==> config.mk <==
export PLATFORM = sky130hd
export DESIGN_NAME = level_sorted_run_queue
export DESIGN_NICKNAME = d
export VERILOG_FILES = /design/src/sv/lsrq_pkg.sv /design/src/sv/lsrq_ctrl.sv /design/src/sv/lsrq_dp.sv /design/src/sv/level_sorted_run_queue.sv
export SDC_FILE = /design/constraint.sdc
export NUM_CORES = 1
export LEC_CHECK = 0
export ABC_AREA = 1
export BUFFER_PORTS_ARGS = -buffer_cell sky130_fd_sc_hd__buf_2
export CAP_MARGIN = 20
export CORE_MARGIN = 3
export CORE_UTILIZATION = 30
export CTS_CLUSTER_SIZE = 12
export DETAILED_ROUTE_END_ITERATION = 10
export GPL_TIMING_DRIVEN = 0
export PLACE_DENSITY = 0.55
export SLEW_MARGIN = 20
export SYNTH_ARGS = -nofsm -noshare
export SYNTH_HDL_FRONTEND = slang
export SYNTH_SLANG_ARGS = --single-unit
==> constraint.sdc <==
create_clock -name clk -period 7.5 [get_ports clk]
set_input_delay 1.875 -clock clk [delete_from_list [all_inputs] [get_ports clk]]
set_output_delay 1.875 -clock clk [all_outputs]
set_load 0.02 [all_outputs]
==> src/sv/lsrq_pkg.sv <==
// Package for the level-sorted run queue: word types, actions, controller states.
// Used by lsrq_ctrl, lsrq_dp, level_sorted_run_queue and the checker.
package lsrq_pkg;
  localparam int MaxTasks = 16;
  localparam int IdW = 4;
  localparam int CntW = 5;

  // Slot flag codes.
  localparam logic [1:0] FlagUnused = 2'd0;
  localparam logic [1:0] FlagUsed = 2'd1;
  localparam logic [1:0] FlagActive = 2'd2;

  typedef enum logic [1:0] {
    ACT_ALLOC = 2'd0,
    ACT_ACTIVATE = 2'd1,
    ACT_DEACT = 2'd2,
    ACT_SWITCH = 2'd3
  } action_t;

  typedef enum logic [0:0] {
    CFG_DEF_PRIO = 1'b0,
    CFG_DEF_LEVEL = 1'b1
  } cfg_idx_t;

  typedef enum logic [3:0] {
    ST_IDLE,
    ST_DECODE,
    ST_ALLOC,
    ST_FIND,
    ST_INS_SCAN,
    ST_INS_SHIFT,
    ST_MOVE_UP,
    ST_MOVE_DN,
    ST_DEL_SHIFT,
    ST_FIX,
    ST_DONE
  } state_t;

  typedef struct packed {
    logic [1:0] action;
    logic [3:0] task_id;
    logic [7:0] req_prio;
    logic [3:0] req_level;
  } in_word_t;

  typedef struct packed {
    logic [3:0] allocated_id;
    logic ok;
    logic switched;
    logic [3:0] current_task;
    logic [7:0] current_priority;
    logic [4:0] running_count;
  } out_word_t;

  // Commands from the controller to the datapath.
  typedef struct packed {
    logic load;        // capture input word, apply priority/level update
    logic clr_idx;     // idx <= 0
    logic inc_idx;
    logic set_idx_len; // idx <= run_length
    logic alloc_take;  // claim slot idx
    logic ins_put;     // write slot at idx, run_length++, flag active
    logic shift_up;    // order[idx] <= order[idx-1], idx--
    logic shift_dn;    // order[idx] <= order[idx+1], idx++
    logic put_slot;    // order[idx] <= slot
    logic del_shift;   // order[idx] <= order[idx+1], idx++
    logic del_done;    // run_length--, cursor fix for removal
    logic mark_used;
    logic set_cursor;  // cursor <= idx
    logic do_switch;
    logic set_ok;
  } cmd_t;

  // Status from the datapath to the controller.
  typedef struct packed {
    action_t action;
    logic in_range;
    logic is_active;
    logic full;
    logic dir_up;
    logic dir_dn;
    logic idx_end;       // idx >= run_length
    logic idx_last;      // idx + 1 >= run_length
    logic idx_zero;
    logic flag_unused;   // slot_flag[idx] unused
    logic idx_all;       // idx reached MaxTasks-1
    logic order_hit;     // order[idx] == slot
    logic run_hit;       // order[idx] == running_task
    logic up_go;         // level > level of order[idx-1]
    logic dn_go;         // level < level of order[idx+1]
  } sts_t;
endpackage

==> src/sv/lsrq_ctrl.sv <==
// Controller state machine of the run queue: sequences one word's action.
// Depends on lsrq_pkg.
module lsrq_ctrl (
  input  logic              clk,
  input  logic              rst_n,
  input  logic              in_valid,
  output logic              in_ready,
  output logic              out_valid,
  input  logic              out_ready,
  input  lsrq_pkg::sts_t    sts,
  output lsrq_pkg::cmd_t    cmd
);
  lsrq_pkg::state_t state_r, state_nxt;

  always_ff @(posedge clk) begin
    if (!rst_n) begin
      state_r <= lsrq_pkg::ST_IDLE;
    end else begin
      state_r <= state_nxt;
    end
  end

  always_comb begin
    state_nxt = state_r;
    unique case (state_r)
      lsrq_pkg::ST_IDLE: if (in_valid) state_nxt = lsrq_pkg::ST_DECODE;
      lsrq_pkg::ST_DECODE: begin
        unique case (sts.action)
          lsrq_pkg::ACT_ALLOC: state_nxt = lsrq_pkg::ST_ALLOC;
          lsrq_pkg::ACT_ACTIVATE: begin
            if (!sts.in_range) state_nxt = lsrq_pkg::ST_DONE;
            else if (sts.is_active) begin
              if (sts.dir_up || sts.dir_dn) state_nxt = lsrq_pkg::ST_FIND;
              else state_nxt = lsrq_pkg::ST_DONE;
            end else if (sts.full) state_nxt = lsrq_pkg::ST_DONE;
            else state_nxt = lsrq_pkg::ST_INS_SCAN;
          end
          lsrq_pkg::ACT_DEACT:
            state_nxt = sts.in_range ? lsrq_pkg::ST_FIND : lsrq_pkg::ST_DONE;
          default: state_nxt = lsrq_pkg::ST_DONE;
        endcase
      end
      lsrq_pkg::ST_ALLOC:
        if (sts.flag_unused || sts.idx_all) state_nxt = lsrq_pkg::ST_DONE;
      lsrq_pkg::ST_FIND: begin
        if (sts.idx_end) state_nxt = lsrq_pkg::ST_DONE;
        else if (sts.order_hit) begin
          if (sts.action == lsrq_pkg::ACT_DEACT) state_nxt = lsrq_pkg::ST_DEL_SHIFT;
          else if (sts.dir_up) state_nxt = lsrq_pkg::ST_MOVE_UP;
          else state_nxt = lsrq_pkg::ST_MOVE_DN;
        end
      end
      lsrq_pkg::ST_INS_SCAN:
        if (sts.idx_zero || !sts.up_go) state_nxt = lsrq_pkg::ST_INS_SHIFT;
      lsrq_pkg::ST_INS_SHIFT: state_nxt = lsrq_pkg::ST_DONE;
      lsrq_pkg::ST_MOVE_UP:
        if (sts.idx_zero || !sts.up_go) state_nxt = lsrq_pkg::ST_FIX;
      lsrq_pkg::ST_MOVE_DN:
        if (sts.idx_last || !sts.dn_go) state_nxt = lsrq_pkg::ST_FIX;
      lsrq_pkg::ST_DEL_SHIFT: if (sts.idx_last) state_nxt = lsrq_pkg::ST_DONE;
      lsrq_pkg::ST_FIX:
        if (sts.idx_end || sts.run_hit) state_nxt = lsrq_pkg::ST_DONE;
      lsrq_pkg::ST_DONE: if (out_ready) state_nxt = lsrq_pkg::ST_IDLE;
      default: state_nxt = lsrq_pkg::ST_IDLE;
    endcase
  end

  // Insert is done with a counter walking down from run_length; the scan
  // stage shifts entries until the insert point is reached.
  always_comb begin
    cmd = '0;
    in_ready = 1'b0;
    out_valid = 1'b0;
    unique case (state_r)
      lsrq_pkg::ST_IDLE: begin
        in_ready = 1'b1;
        cmd.load = in_valid;
        cmd.clr_idx = 1'b1;
      end
      lsrq_pkg::ST_DECODE: begin
        if (sts.action == lsrq_pkg::ACT_SWITCH) cmd.do_switch = 1'b1;
        if (sts.action == lsrq_pkg::ACT_DEACT && sts.in_range) cmd.mark_used = 1'b1;
        if (sts.action == lsrq_pkg::ACT_ACTIVATE && sts.in_range &&
            (sts.is_active || !sts.full)) cmd.set_ok = 1'b1;
        if (sts.action == lsrq_pkg::ACT_ACTIVATE && sts.in_range &&
            !sts.is_active && !sts.full) cmd.set_idx_len = 1'b1;
      end
      lsrq_pkg::ST_ALLOC: begin
        if (sts.flag_unused) cmd.alloc_take = 1'b1;
        else if (!sts.idx_all) cmd.inc_idx = 1'b1;
      end
      lsrq_pkg::ST_FIND: if (!sts.idx_end && !sts.order_hit) cmd.inc_idx = 1'b1;
      lsrq_pkg::ST_INS_SCAN: begin
        // idx walks down from run_length; shift while the slot goes above.
        if (!(sts.idx_zero || !sts.up_go)) cmd.shift_up = 1'b1;
      end
      lsrq_pkg::ST_INS_SHIFT: cmd.ins_put = 1'b1;
      lsrq_pkg::ST_MOVE_UP: begin
        if (sts.idx_zero || !sts.up_go) begin
          cmd.put_slot = 1'b1;
          cmd.clr_idx = 1'b1;
        end else cmd.shift_up = 1'b1;
      end
      lsrq_pkg::ST_MOVE_DN: begin
        if (sts.idx_last || !sts.dn_go) begin
          cmd.put_slot = 1'b1;
          cmd.clr_idx = 1'b1;
        end else cmd.shift_dn = 1'b1;
      end
      lsrq_pkg::ST_DEL_SHIFT: begin
        if (sts.idx_last) cmd.del_done = 1'b1;
        else cmd.del_shift = 1'b1;
      end
      lsrq_pkg::ST_FIX: begin
        if (!sts.idx_end) begin
          if (sts.run_hit) cmd.set_cursor = 1'b1;
          else cmd.inc_idx = 1'b1;
        end
      end
      lsrq_pkg::ST_DONE: out_valid = 1'b1;
      default: ;
    endcase
  end
endmodule

==> src/sv/lsrq_dp.sv <==
// Datapath of the run queue: slot table, ordered run list, cursor, result word.
// Depends on lsrq_pkg.
module lsrq_dp (
  input  logic                clk,
  input  logic                rst_n,
  input  lsrq_pkg::in_word_t  in_word,
  input  logic                cfg_we,
  input  logic [0:0]          cfg_sel,
  input  logic                cfg_hit,
  input  logic [7:0]          cfg_wdata,
  input  lsrq_pkg::cmd_t      cmd,
  output lsrq_pkg::sts_t      sts,
  output lsrq_pkg::out_word_t out_word
);
  localparam int N = lsrq_pkg::MaxTasks;
  localparam int IW = lsrq_pkg::IdW;
  localparam int CW = lsrq_pkg::CntW;

  logic [1:0]    flag_r  [N];
  logic [3:0]    level_r [N];
  logic [7:0]    prio_r  [N];
  logic [IW-1:0] order_r [N];
  logic [CW-1:0] len_r;
  logic [IW-1:0] cursor_r, run_r, idx_r, slot_r;
  lsrq_pkg::action_t act_r;
  logic [3:0] lvl_r;
  logic up_r, dn_r, ok_r, sw_r, range_r;
  logic [IW-1:0] alloc_r;
  logic [7:0] def_prio_r;
  logic [3:0] def_lvl_r;
  // Position where a removed slot was found; the shift walk starts there.
  logic [IW-1:0] slot_pos_r;

  logic [IW-1:0] idx_m1, idx_p1;
  logic [CW-1:0] idx_w;
  logic [IW-1:0] nxt_cur;
  assign idx_m1 = idx_r - IW'(1);
  assign idx_p1 = idx_r + IW'(1);
  assign idx_w = {1'b0, idx_r};

  always_comb begin
    sts.action = act_r;
    sts.in_range = range_r;
    sts.is_active = flag_r[slot_r] == lsrq_pkg::FlagActive;
    sts.full = len_r >= CW'(N);
    sts.dir_up = up_r;
    sts.dir_dn = dn_r;
    sts.idx_end = idx_w >= len_r;
    sts.idx_last = (idx_w + CW'(1)) >= len_r;
    sts.idx_zero = idx_r == '0;
    sts.flag_unused = flag_r[idx_r] == lsrq_pkg::FlagUnused;
    sts.idx_all = idx_r == IW'(N - 1);
    sts.order_hit = order_r[idx_r] == slot_r;
    sts.run_hit = order_r[idx_r] == run_r;
    sts.up_go = lvl_r > level_r[order_r[idx_m1]];
    sts.dn_go = lvl_r < level_r[order_r[idx_p1]];
  end

  always_ff @(posedge clk) begin
    if (!rst_n) begin
      for (int i = 0; i < N; i++) begin
        flag_r[i] <= lsrq_pkg::FlagUnused;
        level_r[i] <= 4'd0;
        prio_r[i] <= 8'd0;
        order_r[i] <= '0;
      end
      flag_r[0] <= lsrq_pkg::FlagActive;
      level_r[0] <= 4'd4;
      prio_r[0] <= 8'd3;
      len_r <= CW'(1);
      cursor_r <= '0;
      run_r <= '0;
      idx_r <= '0;
      def_prio_r <= 8'd2;
      def_lvl_r <= 4'd2;
      ok_r <= 1'b0;
      sw_r <= 1'b0;
      alloc_r <= '0;
      up_r <= 1'b0;
      dn_r <= 1'b0;
      range_r <= 1'b0;
      slot_r <= '0;
      lvl_r <= '0;
      act_r <= lsrq_pkg::ACT_ALLOC;
    end else begin
      if (cfg_we && cfg_hit) begin
        if (cfg_sel == lsrq_pkg::CFG_DEF_PRIO) def_prio_r <= cfg_wdata;
        else def_lvl_r <= cfg_wdata[3:0];
      end
      if (cmd.clr_idx) idx_r <= '0;
      if (cmd.load) begin
        act_r <= lsrq_pkg::action_t'(in_word.action);
        slot_r <= in_word.task_id;
        range_r <= 1'b1;
        ok_r <= 1'b0;
        sw_r <= 1'b0;
        alloc_r <= '0;
        if (in_word.action == lsrq_pkg::ACT_ACTIVATE && in_word.req_prio != 8'd0)
          prio_r[in_word.task_id] <= in_word.req_prio;
        if (in_word.action == lsrq_pkg::ACT_ACTIVATE && in_word.req_level != 4'd0 &&
            in_word.req_level != level_r[in_word.task_id]) begin
          up_r <= in_word.req_level > level_r[in_word.task_id];
          dn_r <= in_word.req_level < level_r[in_word.task_id];
          level_r[in_word.task_id] <= in_word.req_level;
          lvl_r <= in_word.req_level;
        end else begin
          up_r <= 1'b0;
          dn_r <= 1'b0;
          lvl_r <= level_r[in_word.task_id];
        end
      end
      if (cmd.inc_idx) idx_r <= idx_p1;
      if (cmd.set_idx_len) idx_r <= len_r[IW-1:0];
      if (cmd.alloc_take) begin
        flag_r[idx_r] <= lsrq_pkg::FlagUsed;
        prio_r[idx_r] <= def_prio_r;
        level_r[idx_r] <= def_lvl_r;
        alloc_r <= idx_r;
        ok_r <= 1'b1;
      end
      if (cmd.set_ok) ok_r <= 1'b1;
      if (cmd.mark_used) flag_r[slot_r] <= lsrq_pkg::FlagUsed;
      if (cmd.shift_up) begin
        order_r[idx_r] <= order_r[idx_m1];
        idx_r <= idx_m1;
      end
      if (cmd.shift_dn || cmd.del_shift) begin
        order_r[idx_r] <= order_r[idx_p1];
        idx_r <= idx_p1;
      end
      if (cmd.put_slot) order_r[idx_r] <= slot_r;
      if (cmd.ins_put) begin
        order_r[idx_r] <= slot_r;
        flag_r[slot_r] <= lsrq_pkg::FlagActive;
        len_r <= len_r + CW'(1);
        if ({1'b0, cursor_r} >= idx_w && {1'b0, cursor_r} < len_r) cursor_r <= cursor_r + IW'(1);
      end
      if (cmd.del_done) begin
        len_r <= len_r - CW'(1);
        if (cursor_r >= slot_pos_r && cursor_r != '0) cursor_r <= cursor_r - IW'(1);
      end
      if (cmd.set_cursor) cursor_r <= idx_r;
      if (cmd.do_switch && len_r > CW'(1)) begin
        cursor_r <= nxt_cur;
        if (order_r[nxt_cur] != run_r) begin
          run_r <= order_r[nxt_cur];
          sw_r <= 1'b1;
        end
      end
    end
  end

  always_ff @(posedge clk) begin
    if (!rst_n) slot_pos_r <= '0;
    else if (act_r == lsrq_pkg::ACT_DEACT && sts.order_hit && !sts.idx_end && !cmd.del_shift
             && !cmd.del_done)
      slot_pos_r <= idx_r;
  end

  always_comb begin
    if (({1'b0, cursor_r} + CW'(1)) >= len_r) nxt_cur = '0;
    else nxt_cur = cursor_r + IW'(1);
  end

  // The result is read straight from the state registers, which hold still
  // while the word waits in the done state.
  always_comb begin
    out_word.allocated_id = alloc_r;
    out_word.ok = ok_r;
    out_word.switched = sw_r;
    out_word.current_task = run_r;
    out_word.current_priority = prio_r[run_r];
    out_word.running_count = len_r;
  end
endmodule

==> src/sv/level_sorted_run_queue.sv <==
// Top level of the level-sorted run queue: controller plus datapath.
// Depends on lsrq_pkg, lsrq_ctrl and lsrq_dp.
//
// A scheduler table of 16 task slots with an ordered run list sorted by
// descending level (ties keep arrival order). Each input word carries one
// action (allocate, activate/update, deactivate, switch) and yields exactly
// one result word. Words are handled one at a time: each word passes through
// decode, then those of the allocate search, the list search, the shift walk
// and the cursor correction pass that its action needs, then the result
// state, which holds until out_ready, and back to idle. The user must write
// the default priority and level registers through the cfg port only while
// the block is idle; the block itself does not enforce this.
module level_sorted_run_queue (
  input  logic                clk,
  input  logic                rst_n,
  input  logic                in_valid,
  output logic                in_ready,
  input  lsrq_pkg::in_word_t  in_data,
  output logic                out_valid,
  input  logic                out_ready,
  output lsrq_pkg::out_word_t out_data,
  input  logic                cfg_we,
  input  logic                cfg_index,
  input  logic [7:0]          cfg_wdata
);
  lsrq_pkg::cmd_t cmd;
  lsrq_pkg::sts_t sts;

  lsrq_ctrl u_ctrl (
    .clk(clk), .rst_n(rst_n), .in_valid(in_valid), .in_ready(in_ready),
    .out_valid(out_valid), .out_ready(out_ready), .sts(sts), .cmd(cmd)
  );

  lsrq_dp u_dp (
    .clk(clk), .rst_n(rst_n), .in_word(in_data), .cfg_we(cfg_we),
    .cfg_sel(cfg_index), .cfg_hit(1'b1), .cfg_wdata(cfg_wdata),
    .cmd(cmd), .sts(sts), .out_word(out_data)
  );
endmodule

# ---- Word-level counts from Yosys, hierarchy flattened
# Memory sizes are Yosys's and may differ from the RTL's. A register that Yosys moved wholly into a read port is not among the register bits.
# Cells that the tools add are included.
dict set report classes {
  div_mod_pow 0
  n_addsub 8
  eq_ne 29
  shift 0
  muxes 140
  multipliers 0
  bitwise_logic 8
  n_reduce_logical 54
  magnitude_cmp 12
}
# cell count
set ops {}
lappend ops {{$mux W4} 53}
lappend ops {{$mux W1} 71}
lappend ops {{$pmux W4 S11} 1}
lappend ops {{$mux W8} 3}
lappend ops {{$eq A4 B3 Y1 const B} 4}
lappend ops {{$eq A4 B4 Y1 const B} 4}
lappend ops {{$logic_and A1 B1 Y1} 16}
lappend ops {{$reduce_or A8 Y1} 2}
lappend ops {{$mux W2} 6}
lappend ops {{$ne A2 B1 Y1 const B} 6}
lappend ops {{$pmux W4 S3} 1}
lappend ops {{$reduce_or A4 Y1} 3}
lappend ops {{$add A4 B1 Y5 const B} 2}
lappend ops {{$ge A5 B5 Y1} 2}
lappend ops {{$mux W5} 2}
lappend ops {{$reduce_and A9 Y1} 1}
lappend ops {{$add A4 B1 Y4 const B} 2}
lappend ops {{$eq A4 B2 Y1 const B} 2}
lappend ops {{$eq A4 B4 Y1} 2}
lappend ops {{$ge A4 B4 Y1} 2}
lappend ops {{$gt A4 B4 Y1} 2}
lappend ops {{$logic_not A1 Y1} 8}
lappend ops {{$logic_not A4 Y1} 2}
lappend ops {{$lt A4 B4 Y1} 2}
lappend ops {{other kinds (26)} 52}
dict set report totals {
  n_memories 4
  latch_bits 0
  rom_bits 0
  wordCells 272
  output_inout_bits 25
  in_bits 32
  ram_bits 288
  reg_bits 56
}
# memory words word_bits read_ports rd_ports_with_merged_regs wr line_no
set mem_list {}
lappend mem_list {u_dp.prio_r 16 8 1 1 16 lsrq_dp.sv:21} ;# logic [7:0] prio_r [N];
lappend mem_list {u_dp.level_r 16 4 3 0 16 lsrq_dp.sv:20} ;# logic [3:0] level_r [N];
lappend mem_list {u_dp.order_r 16 4 4 1 16 lsrq_dp.sv:22} ;# logic [IW-1:0] order_r [N];
lappend mem_list {u_dp.flag_r 16 2 2 2 16 lsrq_dp.sv:19} ;# logic [1:0] flag_r [N];

# ---- Logic depth before layout (Yosys ltp)
# Gate-level depths: netlist of the first run.
# An unclocked memory read counts as a cell.
dict set report logic_depth {
  word_depth 17
  mapped_depth 38
  mapped_depth_nobuf 30
}

# ---- Cells and area by module
# A second synthesis of the first run with hierarchy kept.
dict set report hier_totals {
  cells_unflattened 2870
  area_unflattened_um2 22521.6
}
# mod area_each_um2 instances cells_per_inst seq_area_each_um2
set modules_own_cells {}
lappend modules_own_cells {lsrq_dp 21854.7 1 2734 9929.5}
lappend modules_own_cells {lsrq_ctrl 663.1 1 135 80.1}
lappend modules_own_cells {level_sorted_run_queue 3.8 1 1 0.0}

# ---- Least setup slack after synthesis of the first run
# OpenSTA, ideal clock, no wires.
dict set report synth_path {
  path_type {reg2reg}
  start {register u_dp.idx_r[0]}
  end {memory u_dp.order_r[5][0] (netlist name) (enable)}
  path_buffers 8
  t_required_ns 7.192
  period_less_slack_ns 4.926
  setup_time_ns 0.308
  arrival_ns 4.618
  path_stages_with_launch 32
  slack_ns 2.574
  path_cell_list {dfxtp_1 > buf_6 > inv_2 > buf_2 > ha_1 > buf_2 > inv_2 > buf_4 > buf_4 > clkbuf_1 > a21oi_1 > o31ai_1 > nand2_1 > clkbuf_1 > nand2_1 > o21ai_0 > nand2_1 > nand3_1 > nand3_1 > nand2_1 > ha_1 > inv_1 > nor2_1 > nor2_1 > o21ai_0 > nand2_1 > nor3_1 > nor2_4 > nand2_4 > buf_12 > nand4_4 > nand2_1}
}
# item line_no
set synth_rtl {}
lappend synth_rtl {{from (decl)} lsrq_dp.sv:24} ;# logic [IW-1:0] cursor_r, run_r, idx_r, slot_r;
lappend synth_rtl {{from (signal assigned)} lsrq_dp.sv:112} ;# if (cmd.inc_idx) idx_r <= idx_p1;
lappend synth_rtl {{from (signal assigned)} lsrq_dp.sv:113} ;# if (cmd.set_idx_len) idx_r <= len_r[IW-1:0];
lappend synth_rtl {{from (signal assigned)} lsrq_dp.sv:125} ;# idx_r <= idx_m1;
lappend synth_rtl {{to (decl)} lsrq_dp.sv:22}

==> metrics.cfg, run 1 <==
[floorplanning]
num_rows = 96
die_y_um = 271
pin_count = 57
dieArea_sq_um = 73300
core_area_sq_um = 69100
die_x_um = 271
initial_core_util_pct = 30.4

[timing]
worstMarginPinSlew_ns = 1.21
finalCriticalPeriod_ns = 6.99
skew_ns = 0.0643
fmax_ghz = 0.143
hold_viol = 0
fin_crit_sh_pct = 93.2
tns_ns = 0
rsz0062_at_grt = no
setup_viol = 0
final_max_slew_viol_count = 0
slew_headroom_pct = 19.4

[layout]
area_growth_pct = 13.3
drive_gt1_share_pct = 9.17
nNetsFinal = 2739

[drt]
drtIter0Drc = 2443
num_vias = 19359
ant_nets = 0
wl_per_cell_um = 21.5
drcViolationCount = 0
wl_mm = 78.0
dr.pass1.iters = 6
via_per_inst = 5.34

[cts]
cts_tree = built
cts_num_sinks = 356
cts_buffer_depth = 3
cts-root-buf = clkbuf_16
clk-insertion-delay-late_ns = 0.61
clkTransAtPathRegs_ns = 0.06
cts_setup_buffers = 0
cts_buffers = 42
htreeDepth = 2

[logic_synthesis]
synth_top_area_cell = edfxtp_1
ys_seq_elements = 356
syn_inst = 2559
mappedNetlistArea_sq_um = 21000
synth.most_common_cell = nand2_1
synthFlopType = edfxtp_1
synth_top_area_share_pct = 41.1
synthArstFlopShare_pct = 0
ys_seq_area_share_pct = 47.6
ys_types = 58
synth_area_leaders = edfxtp_1 (41%), nand2_1 (7.4%), nor2_1 (6.5%)
synth_edf_count = 288
synth_nets = 2638
syn_area_per_cell_sq_um = 8.22
synth_common_cells = nand2_1 (417), nor2_1 (364), edfxtp_1 (288), o21ai_0 (258), inv_1 (242)
yosys_warnings = 0

[critical_path]
path_class = reg -> reg
startpoint_type = flop
crit_path_max_fanout = 10
cp.arrival_ns = 7.27
r2r_slack_ns = 0.51
cp-end-kind = flop
required_ns = 7.78

[power_and_ir_drop]
power_density_nw_per_um2 = 346
p_total_mw = 8.23
ir_drop_mv = 0.203
p_leak_nw = 9.23

[placed_design]
gp_congestion = 0.996
dp_hpwl_mm = 58.2
port_buffers = 55

[global_route]
grt_pass1_vias = 18205
grt_max_degree = 14
grt_pass1_wl_mm = 116
grtUsageTotal_pct = 20.7
antenna_found_initial = 1
overflow = 0

[run_status]
status = finished clean

[run]
maxCapViolCount = 0

[hold_path]
min_path_type = reg -> reg

==> per-stage QoR <==
step                      hold slack, ns  setup slack, ns  instances  instance area, sq um  util (%)
final                              0.457            0.514       3626                 23800      34.5
after global routing               0.475            0.159       3625                 23800      34.5
after CTS                          0.454            0.500       3624                 23800      34.5
after detailed placement           0.445            0.582       3546                 22500      32.5
after global placement             0.444            0.571       3545                 22500      32.5
after floorplan                    0.430             2.57       2559                 21000         -
==> cells in the final DEF, fill, tap and decap left out, types with 9 or more instances in the layout <==
| master | synthesis | layout |
|---|---|---|
| nand3_2 | 11 | 11 |
| mux2i_1 | 34 | 34 |
| xor2_1 | 13 | 13 |
| nand2_1 | 417 | 417 |
| buf_4 | 13 | 14 |
| inv_2 | 17 | 17 |
| buf_1 | 10 | 9 |
| clkbuf_1 | 87 | 100 |
| nand3_1 | 209 | 209 |
| nor3_1 | 17 | 17 |
| edfxtp_1 | 288 | 288 |
| o211ai_1 | 65 | 65 |
| nor2_2 | 22 | 22 |
| o21ai_1 | 18 | 18 |
| a21oi_1 | 215 | 215 |
| inv_1 | 242 | 242 |
| ha_1 | 47 | 47 |
| nand4_1 | 12 | 12 |
| clkinv_1 | 3 | 12 |
| nand3_4 | 11 | 11 |
| dfxtp_1 | 68 | 68 |
| nor2_1 | 364 | 364 |
| o21ai_0 | 258 | 257 |
| clkbuf_16 | 0 | 43 |
| buf_2 | 17 | 73 |
| o221ai_1 | 12 | 12 |
| a32o_1 | 10 | 10 |
==> flip-flops by register name (all words and copies together) (netlist names), 5 cells and up, named ones only <==
signal,count
u_dp.order_r,64
u_dp.prio_r,128
u_dp.len_r,5
u_dp.level_r,64
u_dp.def_prio_r,8
u_dp.flag_r,32
==> cell families (layout without fill, tap and decap cells) <==
| kind of cell | after synthesis | in the layout | synth area share [%] |
|---|---|---|---|
| flip-flops | 356 | 356 | 47.6 |
| multiplexers | 34 | 34 | 1.62 |
| AND/OR/NAND/NOR | 1085 | 1085 | 22.8 |
| adder cells (fa/ha/maj) | 47 | 47 | 2.80 |
| AO/OA/AOI/OAI | 624 | 624 | 16.8 |
| XOR/XNOR | 16 | 16 | 0.702 |
| other | 0 | 1 | 0 |
| buffers and inverters | 397 | 532 | 7.75 |
==> metal layers <==
layer	track usage [%]	wire, um	vias to the layer above
li1	-	-	9015
met1	28.6	33900	9244
met2	32.6	34700	928
met3	3.49	6630	172
met4	7.11	2700	0
met5	0	0	-
==> cell type report <==
| class | count | area [sq um] |
|---|---|---|
| fillers | 7269 | 45200 |
| flip-flops and latches | 356 | 10000 |
| multi-input cells | 1806 | 9400 |
| well taps | 931 | 1160 |
| clock buffers | 59 | 1150 |
| inverters | 262 | 983 |
| plain buffers | 135 | 649 |
| repair buffers | 57 | 294 |
| clock inverters | 19 | 170 |
| diodes | 1 | 2.50 |
==> worst paths after layout <==
kind | from | end | depth (start not counted)
worst max register to register | u_dp.idx_r[1]$_SDFFE_PN0P_ | u_dp.order_r[7][0]$_SDFFCE_PN0P_ | 27
worst min register to register | u_dp.def_prio_r[5]$_SDFFE_PN0P_ | u_dp.def_prio_r[5]$_SDFFE_PN0P_ | 2
worst max-delay path | u_dp.idx_r[1]$_SDFFE_PN0P_ | u_dp.order_r[7][0]$_SDFFCE_PN0P_ | 27
worst min-delay path | u_dp.def_prio_r[5]$_SDFFE_PN0P_ | u_dp.def_prio_r[5]$_SDFFE_PN0P_ | 2
==> worst max-delay path: stages, from the launching register on <==
cell and delay (ns):
dfxtp_1 0.65, inv_1 0.34, ha_1 0.41, buf_2 0.23, buf_2 0.27, buf_2 0.28
clkbuf_1 0.50, a21oi_1 0.12, o31ai_2 0.53, nand2_1 0.32, clkbuf_1 0.37, nand2_1 0.12
o21ai_0 0.09, nand2_1 0.08, nand3_1 0.10, nand3_1 0.13, nand2_1 0.09, ha_1 0.28
inv_1 0.05, nor2_1 0.09, nor2_1 0.05, o21ai_0 0.15, nand2_1 0.10, nor3_1 0.34
nor2_4 0.11, nand2_4 0.15, nand4_1 0.38, nand2_1 0.32
==> repair_timing <==
item | CTS | global route
gates resized for setup | 0 | 2
hold endpoints to repair | 0 | 0
hold buffers | 0 | 0
endpoints found under the setup margin | 0 | 54
==> where the power goes <==
group,internal [mW],switching (mW)
combinational,1.10,2.79
sequential,2.25,0.113
clock,1.12,0.872
Power figures use the tool's default switching activity.
==> run 2, diff against run 1 <==
--- a/config.mk
+++ b/config.mk
@@ -13,7 +13,7 @@
 export CTS_CLUSTER_SIZE = 12
 export DETAILED_ROUTE_END_ITERATION = 10
 export GPL_TIMING_DRIVEN = 0
-export PLACE_DENSITY = 0.55
+export PLACE_DENSITY = 0.54
 export SLEW_MARGIN = 20
 export SYNTH_ARGS = -nofsm -noshare
 export SYNTH_HDL_FRONTEND = slang
==> run 2 against run 1 <==
Worst hold slack worse by 0.00071 ns. Non-clock buffer count is 1 lower. Die area stayed put. Register-to-register slack worse by 0.11 ns. Sequential share of layout area is 0.17 points higher. Utilization is 0.14 points lower. Critical path depth stayed put. Critical endpoint is now u_dp.order_r[2][1]$_SDFFCE_PN0P_. Highest routed layer unchanged.
==> metrics.cfg, run 2 (same netlist as run 1, synthesis figures left out) <==
[placed_design]
gp_congestion = 0.959  ; -3.7%
dp_slack_ns = 0.584  ; +0.00223 ns
port_buffers = 55  ; unchanged
placed_cells = 3546  ; unchanged
dp_hpwl_mm = 59.9  ; +3.0%

[critical_path]
startpoint_type = flop
cp-end-kind = flop
r2r_start = u_dp.idx_r[1]$_SDFFE_PN0P_
required_ns = 7.78  ; about the same
path_class = reg -> reg
cp.arrival_ns = 7.37  ; +0.10 ns
crit_path_max_fanout = 10  ; unchanged
reg2reg_depth = 27  ; unchanged
r2r_slack_ns = 0.41  ; -0.11 ns
setup.worst_path.start = u_dp.idx_r[1]$_SDFFE_PN0P_
crit_end = u_dp.order_r[2][1]$_SDFFCE_PN0P_
worstReg2RegEnd = u_dp.order_r[2][1]$_SDFFCE_PN0P_

[global_route]
overflow = 0  ; unchanged
grtUsageTotal_pct = 21.0  ; +0.31 points
grt_pass1_vias = 17945  ; -1.4%
antenna_found_initial = 1  ; unchanged
use_met1_pct = 29.9  ; +1.2 points
grt_max_degree = 14  ; unchanged
grt_pass1_wl_mm = 117  ; +0.64%
grt.met2_usage_pct = 32.7  ; +0.067 points
grt-busiest-layer = met2
use_met3_pct = 2.78  ; -0.70 points

[power_and_ir_drop]
p_leak_nw = 9.20  ; -0.32%
power_density_nw_per_um2 = 342  ; -0.92%
ir_drop_mv = 0.220  ; +8.6%
p_total_mw = 8.13  ; -1.3%

[cts]
cts_buffers = 40  ; -4.8%
cts_tree = built
cts-root-buf = clkbuf_16
hold_buffers = 0  ; unchanged
cts_buffer_depth = 3  ; unchanged
post_cts_resized = 0  ; unchanged
htreeDepth = 2  ; unchanged
clk-insertion-delay-late_ns = 0.60  ; about the same
cts_setup_buffers = 0  ; unchanged
cts_num_sinks = 356  ; unchanged
clkTransAtPathRegs_ns = 0.06  ; about the same

[layout]
regMostFlops = u_dp.prio_r
antenna_cells = 0  ; -1
largest_reg_flops = 128  ; unchanged
final_cell_mix = nand2_1 (417), nor2_1 (364), edfxtp_1 (288), o21ai_0 (258), inv_1 (242)
num-fill-cells = 7289  ; +0.28%
layout.cells.most_common = nand2_1
instances_no_fill = 3618  ; -0.22%
area_growth_pct = 12.8
nNetsFinal = 2736  ; -0.11%
reg.largest.list = u_dp.prio_r (128), u_dp.level_r (64), u_dp.order_r (64)
drive_gt1_share_pct = 9.04  ; -0.12 points

[hold_path]
min_path_type = reg -> reg

[drt]
drcViolationCount = 0  ; unchanged
drtIter0Drc = 2112  ; -14%
num_vias = 19185  ; -0.90%
wl_per_cell_um = 22.0  ; +2.2%
dr.pass1.iters = 6  ; unchanged
via_per_inst = 5.30  ; -0.68%
ant_nets = 0  ; unchanged
wl_mm = 79.6  ; +2.0%

[timing]
setup_slack_ns = 0.407  ; -0.107 ns
final_max_slew_viol_count = 0  ; unchanged
worstMarginPinSlew_ns = 1.18  ; -0.0257 ns
tns_ns = 0  ; unchanged
whs_ns = 0.456  ; -0.000713 ns
setup_viol = 0  ; unchanged
rsz0062_at_grt = no
slew_headroom_pct = 21.1  ; +1.7 points
hold_viol = 0  ; unchanged
fmax_ghz = 0.141  ; -1.5%
finalCriticalPeriod_ns = 7.09  ; +0.107 ns
skew_ns = 0.0499  ; -0.0144 ns
fin_crit_sh_pct = 94.6  ; +1.4 points

[floorplanning]
pin_count = 57  ; unchanged
die_y_um = 271  ; unchanged
initial_core_util_pct = 30.4  ; unchanged
num_rows = 96  ; unchanged
die_x_um = 271  ; unchanged
core_area_sq_um = 69100  ; unchanged
dieArea_sq_um = 73300  ; unchanged

[run]
maxCapViolCount = 0  ; unchanged

[run_status]
status = finished clean

-- run 2: cell count changes in the layout (fill, tap and decap cells not counted), moves of 2 or more --
cell | previous run | this run
clkinv_1 | 12 | 9
clkbuf_8 | 1 | 4
clkinv_2 | 4 | 7
o31ai_1 | 6 | 8
clkbuf_16 | 43 | 40
o31ai_2 | 3 | 1
clkbuf_1 | 100 | 97
-- run 2: worst min-delay path by stage --
| stage | cells past startpoint | from | endpoint |
|---|---|---|---|
| after floorplan | 2 | u_dp.def_lvl_r[0]$_SDFFE_PN0P_ | u_dp.def_lvl_r[0]$_SDFFE_PN0P_ |
| after global placement | 2 | u_dp.def_prio_r[5]$_SDFFE_PN0P_ | u_dp.def_prio_r[5]$_SDFFE_PN0P_ |
| after detailed placement | 2 | u_dp.def_lvl_r[2]$_SDFFE_PN0P_ | u_dp.def_lvl_r[2]$_SDFFE_PN0P_ |
| after CTS | 2 | u_dp.def_lvl_r[2]$_SDFFE_PN0P_ | u_dp.def_lvl_r[2]$_SDFFE_PN0P_ |
| after global routing | 2 | u_dp.def_prio_r[4]$_SDFFE_PN0P_ | u_dp.def_prio_r[4]$_SDFFE_PN0P_ |
| final | 2 | u_dp.def_lvl_r[0]$_SDFFE_PN0P_ | u_dp.def_lvl_r[0]$_SDFFE_PN0P_ |
-- run 2: metal layers --
metal,vias to the layer above,routed length [um]
met4,0,2870
li1,9003,-
met3,137,5950
met2,877,35200
met5,-,0
met1,9168,35600
-- run 2: worst max-delay path, stage by stage (launching register included) --
cell      delay [ns]
dfxtp_1         0.67
inv_1           0.34
ha_1            0.42
buf_2           0.23
buf_2           0.26
buf_2           0.27
clkbuf_1        0.45
a21oi_1         0.10
o31ai_1         0.70
nand2_1         0.38
clkbuf_1        0.38
nand2_1         0.13
o21ai_0         0.12
nand2_1         0.11
nand3_1         0.09
nand3_1         0.14
nand2_1         0.09
ha_1            0.28
inv_1           0.05
nor2_1          0.08
nor2_1          0.04
o21ai_0         0.14
nand2_1         0.10
nor3_1          0.33
nor2_4          0.12
nand2_4         0.16
nand4_1         0.33
nand2_1         0.31
-- run 2: stage by stage --
step / instance area (sq um) / util [%]
after floorplan: 21000 / -
after global placement: 22500 / 32.5
after detailed placement: 22500 / 32.5
after CTS: 23700 / 34.4
after global routing: 23700 / 34.4
final: 23700 / 34.4
-- run 2: cell type report --
type                            instances  area, sq um  area share, %
Multi-Input combinational cell       1806         9390           39.6
Sequential cell                       356        10000           42.2
Timing Repair Buffer                   56          280           1.18
Buffer                                135          648           2.73
Inverter                              262          983           4.14
Clock buffer                           55         1100           4.62
Tap cell                              931         1160           4.91
Clock inverter                         17          154          0.649
-- run 2: where the power goes --
part	switching, mW	leakage [nW]	internal, mW
logic	2.76	5.07	1.09
registers	0.115	3.51	2.25
clock network	0.845	0.614	1.07
total	3.72	9.20	4.40
